## src/sv/assert_macros.svh

```systemverilog
// assertion macros used by the odometry sequencer
`ifndef ASSERT_MACROS_SVH
`define ASSERT_MACROS_SVH

// concurrent assertion on an explicit clock and active-low reset
`define ODO_ASSERT(lbl, clk, rstn, prop) \
  lbl: assert property (@(posedge clk) disable iff (!rstn) prop) \
    else $error("odometry assertion failed");

// same, on the block clock and reset
`define ODO_ASSERT_CLK(lbl, prop) `ODO_ASSERT(lbl, clk_i, rst_ni, prop)

`endif

```

## src/sv/odo_pkg.sv

```systemverilog
// types, constants and helpers for the differential drive odometry block
package odo_pkg;

  localparam int FRAC_BITS    = 16;
  localparam int CORDIC_STEPS = 16;
  localparam int STEP_W       = $clog2(CORDIC_STEPS);

  localparam longint PI_Q32    = 64'd13493037705;
  localparam longint PI_F      = (PI_Q32 + (64'd1 << (31 - FRAC_BITS))) >> (32 - FRAC_BITS);
  localparam longint TWO_PI_F  = 2 * PI_F;
  localparam longint HALF_PI_F = PI_F / 2;
  localparam int     RW        = $clog2(TWO_PI_F) + 2;

  // reciprocal of two pi for the heading reduction
  localparam int          MOD_SH    = 50;
  localparam logic [31:0] MOD_RECIP = 32'((64'd1 << MOD_SH) / TWO_PI_F);
  localparam logic [31:0] TWO_PI_W  = 32'(TWO_PI_F);

  localparam int CW = 34;
  localparam logic signed [CW-1:0] CORDIC_GAIN = 34'sd652032874;

  localparam int DIV_NW   = 73;
  localparam int DIV_DW   = 48;
  localparam int DIV_QW   = 41;
  localparam int DIV_CNTW = $clog2(DIV_NW + 1);

  localparam logic [DIV_QW-1:0] CAP_TH  = 41'h100_0000_0000;
  localparam logic [DIV_QW-1:0] CAP_MAG = 41'h000_7FFF_FFFF;

  localparam logic [1:0] CFG_MPC = 2'd0;
  localparam logic [1:0] CFG_WB  = 2'd1;
  localparam logic [1:0] CFG_DPR = 2'd2;
  localparam logic [1:0] CFG_SPT = 2'd3;

  typedef enum logic [3:0] {
    S_IDLE, S_DIST, S_SUM, S_DTH, S_DTH_W, S_HEAD, S_MOD, S_MOD_W,
    S_CINIT, S_CORD, S_ADV, S_SPD, S_SPD_W, S_RATE, S_RATE_W, S_OUT
  } odo_state_e;

  typedef enum logic [1:0] {DIV_TH, DIV_SPD, DIV_RATE} odo_div_sel_e;

  typedef struct packed {
    logic         load_in;
    logic         calc_dist;
    logic         calc_sum;
    logic         div_start;
    logic         div_take;
    odo_div_sel_e div_sel;
    logic         head_upd;
    logic         mod_mul;
    logic         mod_fix;
    logic         cord_init;
    logic         cord_step;
    logic         advance;
    logic         load_out;
  } odo_cmd_t;

  typedef struct packed {
    logic div_done;
    logic cord_last;
  } odo_sts_t;

  function automatic logic signed [31:0] sat32(input logic signed [42:0] v);
    if (v > 43'sd2147483647) return 32'sh7fffffff;
    else if (v < -43'sd2147483648) return 32'sh80000000;
    else return v[31:0];
  endfunction

  function automatic logic [30:0] atan_q30(input logic [4:0] i);
    logic [30:0] a;
    case (i)
      5'd0:  a = 31'd843314857;
      5'd1:  a = 31'd497837829;
      5'd2:  a = 31'd263043837;
      5'd3:  a = 31'd133525159;
      5'd4:  a = 31'd67021687;
      5'd5:  a = 31'd33543516;
      5'd6:  a = 31'd16775851;
      5'd7:  a = 31'd8388437;
      5'd8:  a = 31'd4194283;
      5'd9:  a = 31'd2097149;
      5'd10: a = 31'd1048576;
      5'd11: a = 31'd524288;
      5'd12: a = 31'd262144;
      5'd13: a = 31'd131072;
      5'd14: a = 31'd65536;
      5'd15: a = 31'd32768;
      5'd16: a = 31'd16384;
      5'd17: a = 31'd8192;
      5'd18: a = 31'd4096;
      5'd19: a = 31'd2048;
      5'd20: a = 31'd1024;
      5'd21: a = 31'd512;
      5'd22: a = 31'd256;
      5'd23: a = 31'd128;
      5'd24: a = 31'd64;
      5'd25: a = 31'd32;
      5'd26: a = 31'd16;
      5'd27: a = 31'd8;
      5'd28: a = 31'd4;
      5'd29: a = 31'd2;
      5'd30: a = 31'd1;
      default: a = 31'd0;
    endcase
    return a;
  endfunction

endpackage

```

## src/sv/odo_ctrl.sv

```systemverilog
// odometry sequencer: steps the datapath through one update per word
`include "assert_macros.svh"
module odo_ctrl (
  input  logic              clk_i,
  input  logic              rst_ni,
  input  logic              in_valid_i,
  output logic              in_ready_o,
  output logic              out_valid_o,
  input  logic              out_ready_i,
  input  odo_pkg::odo_sts_t sts_i,
  output odo_pkg::odo_cmd_t cmd_o
);
  import odo_pkg::*;

  odo_state_e state_q, state_d;
  logic       out_valid_q, out_valid_d;

  always_comb begin
    state_d = state_q;
    unique case (state_q)
      S_IDLE:   if (in_valid_i) state_d = S_DIST;
      S_DIST:   state_d = S_SUM;
      S_SUM:    state_d = S_DTH;
      S_DTH:    state_d = S_DTH_W;
      S_DTH_W:  if (sts_i.div_done) state_d = S_HEAD;
      S_HEAD:   state_d = S_MOD;
      S_MOD:    state_d = S_MOD_W;
      S_MOD_W:  state_d = S_CINIT;
      S_CINIT:  state_d = S_CORD;
      S_CORD:   if (sts_i.cord_last) state_d = S_ADV;
      S_ADV:    state_d = S_SPD;
      S_SPD:    state_d = S_SPD_W;
      S_SPD_W:  if (sts_i.div_done) state_d = S_RATE;
      S_RATE:   state_d = S_RATE_W;
      S_RATE_W: if (sts_i.div_done) state_d = S_OUT;
      S_OUT:    if (!out_valid_q || out_ready_i) state_d = S_IDLE;
      default:  state_d = S_IDLE;
    endcase
  end

  always_comb begin
    cmd_o = '0;
    cmd_o.div_sel = DIV_TH;
    unique case (state_q)
      S_IDLE:   cmd_o.load_in = in_valid_i;
      S_DIST:   cmd_o.calc_dist = 1'b1;
      S_SUM:    cmd_o.calc_sum = 1'b1;
      S_DTH:    cmd_o.div_start = 1'b1;
      S_DTH_W:  cmd_o.div_take = sts_i.div_done;
      S_HEAD:   cmd_o.head_upd = 1'b1;
      S_MOD:    cmd_o.mod_mul = 1'b1;
      S_MOD_W:  cmd_o.mod_fix = 1'b1;
      S_CINIT:  cmd_o.cord_init = 1'b1;
      S_CORD:   cmd_o.cord_step = 1'b1;
      S_ADV:    cmd_o.advance = 1'b1;
      S_SPD: begin
        cmd_o.div_sel   = DIV_SPD;
        cmd_o.div_start = 1'b1;
      end
      S_SPD_W: begin
        cmd_o.div_sel  = DIV_SPD;
        cmd_o.div_take = sts_i.div_done;
      end
      S_RATE: begin
        cmd_o.div_sel   = DIV_RATE;
        cmd_o.div_start = 1'b1;
      end
      S_RATE_W: begin
        cmd_o.div_sel  = DIV_RATE;
        cmd_o.div_take = sts_i.div_done;
      end
      S_OUT:    cmd_o.load_out = !out_valid_q || out_ready_i;
      default:  ;
    endcase
  end

  always_comb begin
    out_valid_d = out_valid_q;
    if (cmd_o.load_out) out_valid_d = 1'b1;
    else if (out_ready_i) out_valid_d = 1'b0;
  end

  always_ff @(posedge clk_i or negedge rst_ni) begin
    if (!rst_ni) begin
      state_q     <= S_IDLE;
      out_valid_q <= 1'b0;
    end else begin
      state_q     <= state_d;
      out_valid_q <= out_valid_d;
    end
  end

  assign in_ready_o  = state_q == S_IDLE;
  assign out_valid_o = out_valid_q;

  `ODO_ASSERT_CLK(a_out_slot, cmd_o.load_out |-> (!out_valid_q || out_ready_i))
  `ODO_ASSERT_CLK(a_accept_dist, (in_valid_i && in_ready_o) |=> (state_q == S_DIST))
  `ODO_ASSERT_CLK(a_div_wait, sts_i.div_done |-> (state_q == S_DTH_W || state_q == S_SPD_W || state_q == S_RATE_W))

endmodule
```

## config.mk

```make
export PLATFORM = sky130hd
export DESIGN_NAME = odo_ctrl
export DESIGN_NICKNAME = d
export VERILOG_FILES = /design/src/sv/odo_pkg.sv /design/src/sv/odo_ctrl.sv
export VERILOG_INCLUDE_DIRS = /design/src /design/src/sv
export SDC_FILE = /design/constraint.sdc
export NUM_CORES = 1
export LEC_CHECK = 0
export BUFFER_PORTS_ARGS = -buffer_cell sky130_fd_sc_hd__buf_2
export CORE_AREA = 2 2 39 41
export DETAILED_ROUTE_END_ITERATION = 6
export DIE_AREA = 0 0 41 43
export PLACE_DENSITY_LB_ADDON = 0.15
export SLEW_MARGIN = 20
export SYNTH_ARGS = -nofsm -noshare
export SYNTH_HDL_FRONTEND = slang
export SYNTH_SLANG_ARGS = --single-unit
export TNS_END_PERCENT = 20
```

## constraint.sdc

```tcl
create_clock -name clk_i -period 3.1 [get_ports clk_i]
set_input_delay 0.62 -clock clk_i [delete_from_list [all_inputs] [get_ports clk_i]]
set_output_delay 0.62 -clock clk_i [all_outputs]
set_load 0.02 [all_outputs]
```

======== Yosys cells after proc, flatten, opt, wreduce, memory -nomap -nowiden ========
Cells that the tools add are included.
storage, ports and cells
  bits in registers ....................... 5
  bits of input ports ..................... 6
  word-level logic and storage cells ...... 54
cells by class
  eq/ne operators ......................... 21
  multiplexer cells ....................... 22
  reduce and logical (&&, ||, !) cells .... 9
operators with widths
  kind                number
  $pmux 4 s16         1
  $eq 4x4->1 const B  8
  $mux 4              6
  $eq 4x3->1 const B  4
  $mux 1              14
  $ne 2x2->1 const B  6
  $eq 4x2->1 const B  2
  $reduce_and 6->1    1
  $reduce_or 3->1     2
  $eq 4x1->1 const B  1
  $logic_not 4->1     1
  $pmux 2 s2          1
  $reduce_or 2->1     2
  $reduce_bool 2->1   1
  $logic_not 1->1     1
  $logic_or 1x1->1    1

======== Logic depth before layout (Yosys ltp) ========
Gate-level depths: netlist (run 1).
  word-level depth ........................ 4
  gate-level depth with buffers ........... 4
  mapped depth without buffers ............ 3

======== Worst setup path before layout (run 1) ========
OpenSTA, ideal clock, no wires.
  path type ............................... flip-flop to output port
  from .................................... register state_q[2]
  to ...................................... output cmd_o[13] in the netlist's numbering
  arrival ................................. 1.569 ns
  required time ........................... 2.480 ns
  setup slack ............................. 0.911 ns
  stages on the path, launching flop included .. 4
  path buffers ............................ 1
  cell sequence ........................... dfrtp_1 -> buf_4 -> nor4_1 -> and2_1
RTL lines
  what                      RTL line        source
  start: declaration        odo_ctrl.sv:15  odo_state_e state_q, state_d;
  start signal: assignment  odo_ctrl.sv:88  state_q <= state_d;
  end: declaration          odo_ctrl.sv:11  output odo_pkg::odo_cmd_t cmd_o

==> results.txt, run 1 <==
status: finished clean
Reg2Reg Setup Slack: 1.77 ns
routed wire length per instance: 10.78 µm
via count: 421
post-route setup slack: 1.012 ns
syn nets: 60
Slew Viols, Final: 0
DR pass1 iterations: 4
Routed Antenna Nets: 0
DIE HEIGHT: 43 µm
Clock transition at path regs: 0.04 ns
maximum buffer depth of the clock tree: 2
total of max-cap violations: 0
global-route wire length before repair: 1449 µm
GP Congestion: 0.7833
clock sink total: 5
Tot GR Track Use: 12.50%
Netlist cell types: 23
Root Driver: clkbuf_4
worst-skew pair later-pin latency: 0.24 ns
Site Rows: 14
Layout area overhead: 28.48%
worst path bufs/invs: 1
number of global-route vias before repair: 352
quantity of hold-fixing buffers added after cts: 0
Nets: 81
layout cells sized above 1: 32.43%
Worst setup SP type: flip-flop
worst min path class: primary input to asynchronous set/reset pin
Critical Path RT: 2.48 ns
worst reg-to-reg path cell count: 3
DRC violations left: 0
Post-synth ARST share: 100.0%
endpoints failing hold: 0
number of flops mapped to enable cells by yosys: 0
CTS tree: done
CP max FO: 13
critical path cell sequence: nor4_1, and2_1, buf_2
sequential share of the synthesized area: 30.96%
initial antenna violation count: 0
hold_ws: 0.1831 ns
area of the die: 1763 µm²
Mapped Avg Cell Area: 7.484 µm²
final critical-path share of the clock period: 67.35%
power per cell area: 1132 nW/µm²
Max stage delay on crit path: 0.52 ns
leakage power: 0.2781 nW
Via density: 4.678
endpoints failing setup: 0
Crit. End Element: primary output
FF-to-FF End: state_q[0]
CTS resizes: 0
worst-margin pin slew: 0.4168 ns
slowest CP cell: dfrtp_1
IO Pins: 22
Peak VDD IR: 0.0004427 V
die width: 41 µm
1st-iter DRT viols: 6
min Tclk post-route: 2.088 ns
Post-Syn Instances: 54
final setup TNS: 0 ns
overall power: 0.5876 mW
Setup Fix Bufs, Post-CTS: 0
HPWL after DPL: 721.1 µm
# H-tree levels: 1
Worst slew margin: 72.21%
fin cells: 90
placed insts: 86
Max Freq: 479.0 MHz
I/O Buffers: 21
CP arrival: 1.47 ns
Ys Warns: 0
pin count of the biggest net entering global routing: 15
diode count: 0
Num CTS Buffers: 3
core region area: 1384 µm²
Yosys reg bits: 5
synthesized area: 404.1 µm²
Clock Skews: 0.004017 ns
Starting Density: 29.20%
critical path type: flip-flop to primary output
drt total wl: 970 µm
pre-CTS setup slack: 1.271 ns
Overflow after GRT: 0
CP delay by family, top: simple AND/OR/NAND/NOR gates
worst reg2reg startpoint: state_q[2]
Top FF cell, synth: dfrtp_1
unrepaired setup endpoints after global routing: false
-- registers in the layout (all words and copies together), names as in the netlist --
register     flops
out_valid_o      1
state_q          4
-- layer usage --
metal | wire [µm] | GRT usage, % | vias up
met4 | 0 | 6.000 | 0
met3 | 57 | 6.283 | 0
met2 | 465 | 16.25 | 13
met5 | 0 | 0 | -
li1 | - | - | 223
met1 | 448 | 16.61 | 185
-- layout by cell type (no fill, tap or decap), types with 3 or more instances in the layout --
cell type	netlist	final
nor2_1	9	9
nor3_1	3	3
nand2_1	4	4
clkbuf_4	0	3
nand2b_1	6	6
a21oi_1	5	5
dfrtp_1	5	5
buf_2	2	21
-- cell type report --
cell class / count / area [µm²]
inverters: 2 / 7.507
fillers: 154 / 864.6
clock buffers: 4 / 26.28
repair buffers: 21 / 105.1
well taps: 16 / 20.02
flip-flops and latches: 5 / 125.1
multi-input cells: 42 / 235.2
-- how the worst max path moves through the flow --
stage,start,to,slack (ns),depth (start not counted)
2_1_floorplan,state_q[2],cmd_o[13],0.91,3
3_5_place_dp,state_q[1],cmd_o[13],1.27,3
4_1_cts,state_q[1],cmd_o[13],1.00,3
3_3_place_gp,state_q[1],cmd_o[0],1.27,3
5_1_grt,state_q[1],cmd_o[13],0.91,3
6_report,state_q[1],cmd_o[13],1.01,3
-- cell usage after synthesis (2+ instances only) --
| cell type | number | area [µm²] |
|---|---|---|
| mux2i_1 | 2 | 20.02 |
| buf_4 | 2 | 15.01 |
| nor2_1 | 9 | 33.78 |
| dfrtp_1 | 5 | 125.1 |
| nor3_1 | 3 | 15.01 |
| a21oi_1 | 5 | 25.02 |
| buf_2 | 2 | 10.01 |
| nand2_1 | 4 | 15.01 |
| and2_1 | 2 | 12.51 |
| inv_1 | 2 | 7.510 |
| nand2b_1 | 6 | 37.54 |
-- per-stage QoR --
| step | util (%) | area, µm² |
|---|---|---|
| 6_report | 37.52 | 519.2 |
| 5_1_grt | 37.52 | 519.2 |
| 4_1_cts | 37.52 | 519.2 |
| 3_5_place_dp | 35.62 | 493.0 |
| 3_3_place_gp | 35.62 | 493.0 |
| 2_1_floorplan | - | 404.1 |
-- power breakdown --
| group | leakage [nW] | switching [mW] | internal [mW] |
|---|---|---|---|
| Clock | 0.0150 | 0.0255 | 0.0486 |
| Combinational | 0.204 | 0.202 | 0.128 |
| Sequential | 0.0596 | 0.0849 | 0.0986 |
| Total | 0.278 | 0.312 | 0.276 |
-- logic make-up (layout without fill, tap and decap cells) --
logic type      after synthesis  after routing  synth area share (%)
simple gates                 29             29                 35.60
mux                           2              2                 4.954
buf+inv                       7             27                 10.84
flops                         5              5                 30.96
compound gates               11             11                 17.65
(Power assumes the default switching activity.)
==> run 2: changes to the inputs <==
==> constraint.sdc (replaced) <==
create_clock -name clk_i -period 2 [get_ports clk_i]
set_input_delay 0.4 -clock clk_i [delete_from_list [all_inputs] [get_ports clk_i]]
set_output_delay 0.4 -clock clk_i [all_outputs]
set_load 0.02 [all_outputs]
==> run 2 against run 1 <==
Compared with the run above: combinational power increased by 54%; flip-flop and latch count unchanged; core utilization increased by 0.72 points; clock skew decreased by 0.0023 ns; global-route usage increased by 0.71 points; via count increased by 5.5%; final cell count increased by 1.1%; critical path depth unchanged; register-to-register slack got worse by 1.1 ns; total power increased by 55%; worst hold slack improved by 0.30 ns; largest cell class unchanged.
==> results.txt, run 2 (synthesized netlist as in run 1, its figures left out) <==
status: finished clean
die width: 41 µm (unchanged)
unrepaired setup endpoints after global routing: false
drt total wl: 954 µm (-1.6%)
Setup Fix Bufs, Post-CTS: 0 (unchanged)
worst-skew pair later-pin latency: 0.24 ns (about the same)
Starting Density: 29.20% (unchanged)
Tot GR Track Use: 13.21% (+0.71 points)
diode count: 0 (unchanged)
Site Rows: 14 (unchanged)
Layout area overhead: 30.96%
Reg2Reg Setup Slack: 0.69 ns (-1.08 ns)
DIE HEIGHT: 43 µm (unchanged)
hold endpoint: state_q[0]
global-route wire length before repair: 1511 µm (+4.3%)
Core Util, Final: 38.25% (+0.72 points)
Crit. End Element: primary output
hold depth: 3
commonest non-fill, non-tap cell in the layout: buf_2
maximum buffer depth of the clock tree: 2 (unchanged)
# H-tree levels: 1 (unchanged)
endpoints failing setup: 0 (unchanged)
1st-iter DRT viols: 7 (+1)
power per cell area: 1717 nW/µm² (+52%)
CTS tree: done
layout cells sized above 1: 32.00% (-0.43 points)
DRC violations left: 0 (unchanged)
Critical Path RT: 1.60 ns (-0.88 ns)
worst setup path startpoint: state_q[1]
DR pass1 iterations: 4 (unchanged)
I/O Buffers: 21 (unchanged)
Root Driver: clkbuf_4
worst-margin pin slew: 0.4134 ns (-0.003424 ns)
GP Congestion: 0.7292 (-6.9%)
core region area: 1384 µm² (unchanged)
worst reg-to-reg path cell count: 3 (unchanged)
Routed Antenna Nets: 0 (unchanged)
most frequent cells in the layout: 21 x buf_2, 9 x nor2_1, 6 x nand2b_1, 5 x a21oi_1, 5 x dfrtp_1
worst reg2reg startpoint: state_q[1]
clock sink total: 5 (unchanged)
CP max FO: 13 (unchanged)
Worst setup SP type: flip-flop
Num CTS Buffers: 3 (unchanged)
fin cells: 91 (+1.1%)
Worst slew margin: 72.44% (+0.23 points)
number of global-route vias before repair: 359 (+2.0%)
initial antenna violation count: 0 (unchanged)
CP arrival: 1.45 ns (-0.02 ns)
HPWL after DPL: 703.1 µm (-2.5%)
final setup TNS: 0 ns (unchanged)
hold path start: sts_i[1]
Max Freq: 540.3 MHz
endpoints failing hold: 0 (unchanged)
Slew Viols, Final: 0 (unchanged)
final critical-path share of the clock period: 92.54%
area of the die: 1763 µm² (unchanged)
max FFs per register: 4 (unchanged)
Peak VDD IR: 0.0007850 V (+77%)
via count: 444 (+5.5%)
Clock Skews: 0.001696 ns (-0.002321 ns)
pin count of the biggest net entering global routing: 15 (unchanged)
critical path type: flip-flop to primary output
Clock transition at path regs: 0.04 ns (about the same)
total of max-cap violations: 0 (unchanged)
FF-to-FF End: state_q[0]
worst min path class: primary input to flip-flop
min Tclk post-route: 1.851 ns
leakage power: 0.2823 nW (+1.5%)
Nets: 82 (+1.2%)
routed wire length per instance: 10.48 µm (-2.7%)
placed insts: 86 (unchanged)
IO Pins: 22 (unchanged)
Overflow after GRT: 0 (unchanged)
Biggest register: state_q
Via density: 4.879 (+4.3%)
-- run 2: cell count changes in the layout (fill, tap and decap cells not counted), sizes merged --
cell	change
dlygate4sd3	+1
-- run 2: final cells by class --
cell class / count / area (µm²)
flip-flops and latches: 5 / 125.1
well taps: 16 / 20.02
inverters: 2 / 7.507
fillers: 146 / 854.6
clock buffers: 4 / 26.28
multi-input cells: 42 / 235.2
repair buffers: 22 / 115.1
-- run 2: critical path, cell delays in order (launching register included) --
cell	delay, ns
dfrtp_1	0.52
nor4_1	0.37
and2_1	0.17
buf_2	0.15
-- run 2: power breakdown --
part           internal [mW]  total [mW]  switching (mW)  leakage (nW)
logic                  0.200       0.509           0.309         0.208
clock network         0.0752       0.113          0.0379        0.0150
registers              0.153       0.287           0.134        0.0596
total                  0.428       0.909           0.481         0.282
-- run 2: what timing repair did --
| item | in CTS | in global routing |
|---|---|---|
| endpoints found under the hold margin | 5 | 0 |
| hold buffers | 1 | 0 |
| resized for setup | 0 | 0 |
-- run 2: through the flow --
step                hold slack (ns)  total power, mW  setup WS [ns]  instance area [µm²]
global placement             0.2201           0.8037         0.3748                493.0
floorplan                    0.1044           0.6963        0.03137                404.1
global route                 0.4944           0.9995        0.02762                529.3
finish                       0.4848           0.9086         0.1491                529.3
CTS                          0.4750           0.9210         0.1296                529.3
detailed placement           0.2195           0.7992         0.3949                493.0
-- run 2: per-layer routing --
| metal | wire length [µm] | GRT usage [%] | share of wire [%] |
|---|---|---|---|
| met3 | 57 | 6.283 | 6.0 |
| met2 | 449 | 16.25 | 47 |
| met4 | 0 | 8.000 | 0 |
| met5 | 0 | 0 | 0 |
| met1 | 447 | 17.92 | 47 |
-- run 2: how the worst max path moves through the flow --
stage                endpoint  depth (start not counted)  slack, ns
floorplan           cmd_o[13]                          3       0.03
global placement     cmd_o[0]                          3       0.37
detailed placement  cmd_o[13]                          3       0.39
CTS                 cmd_o[13]                          3       0.13
global route        cmd_o[13]                          3       0.03
finish              cmd_o[13]                          3       0.15
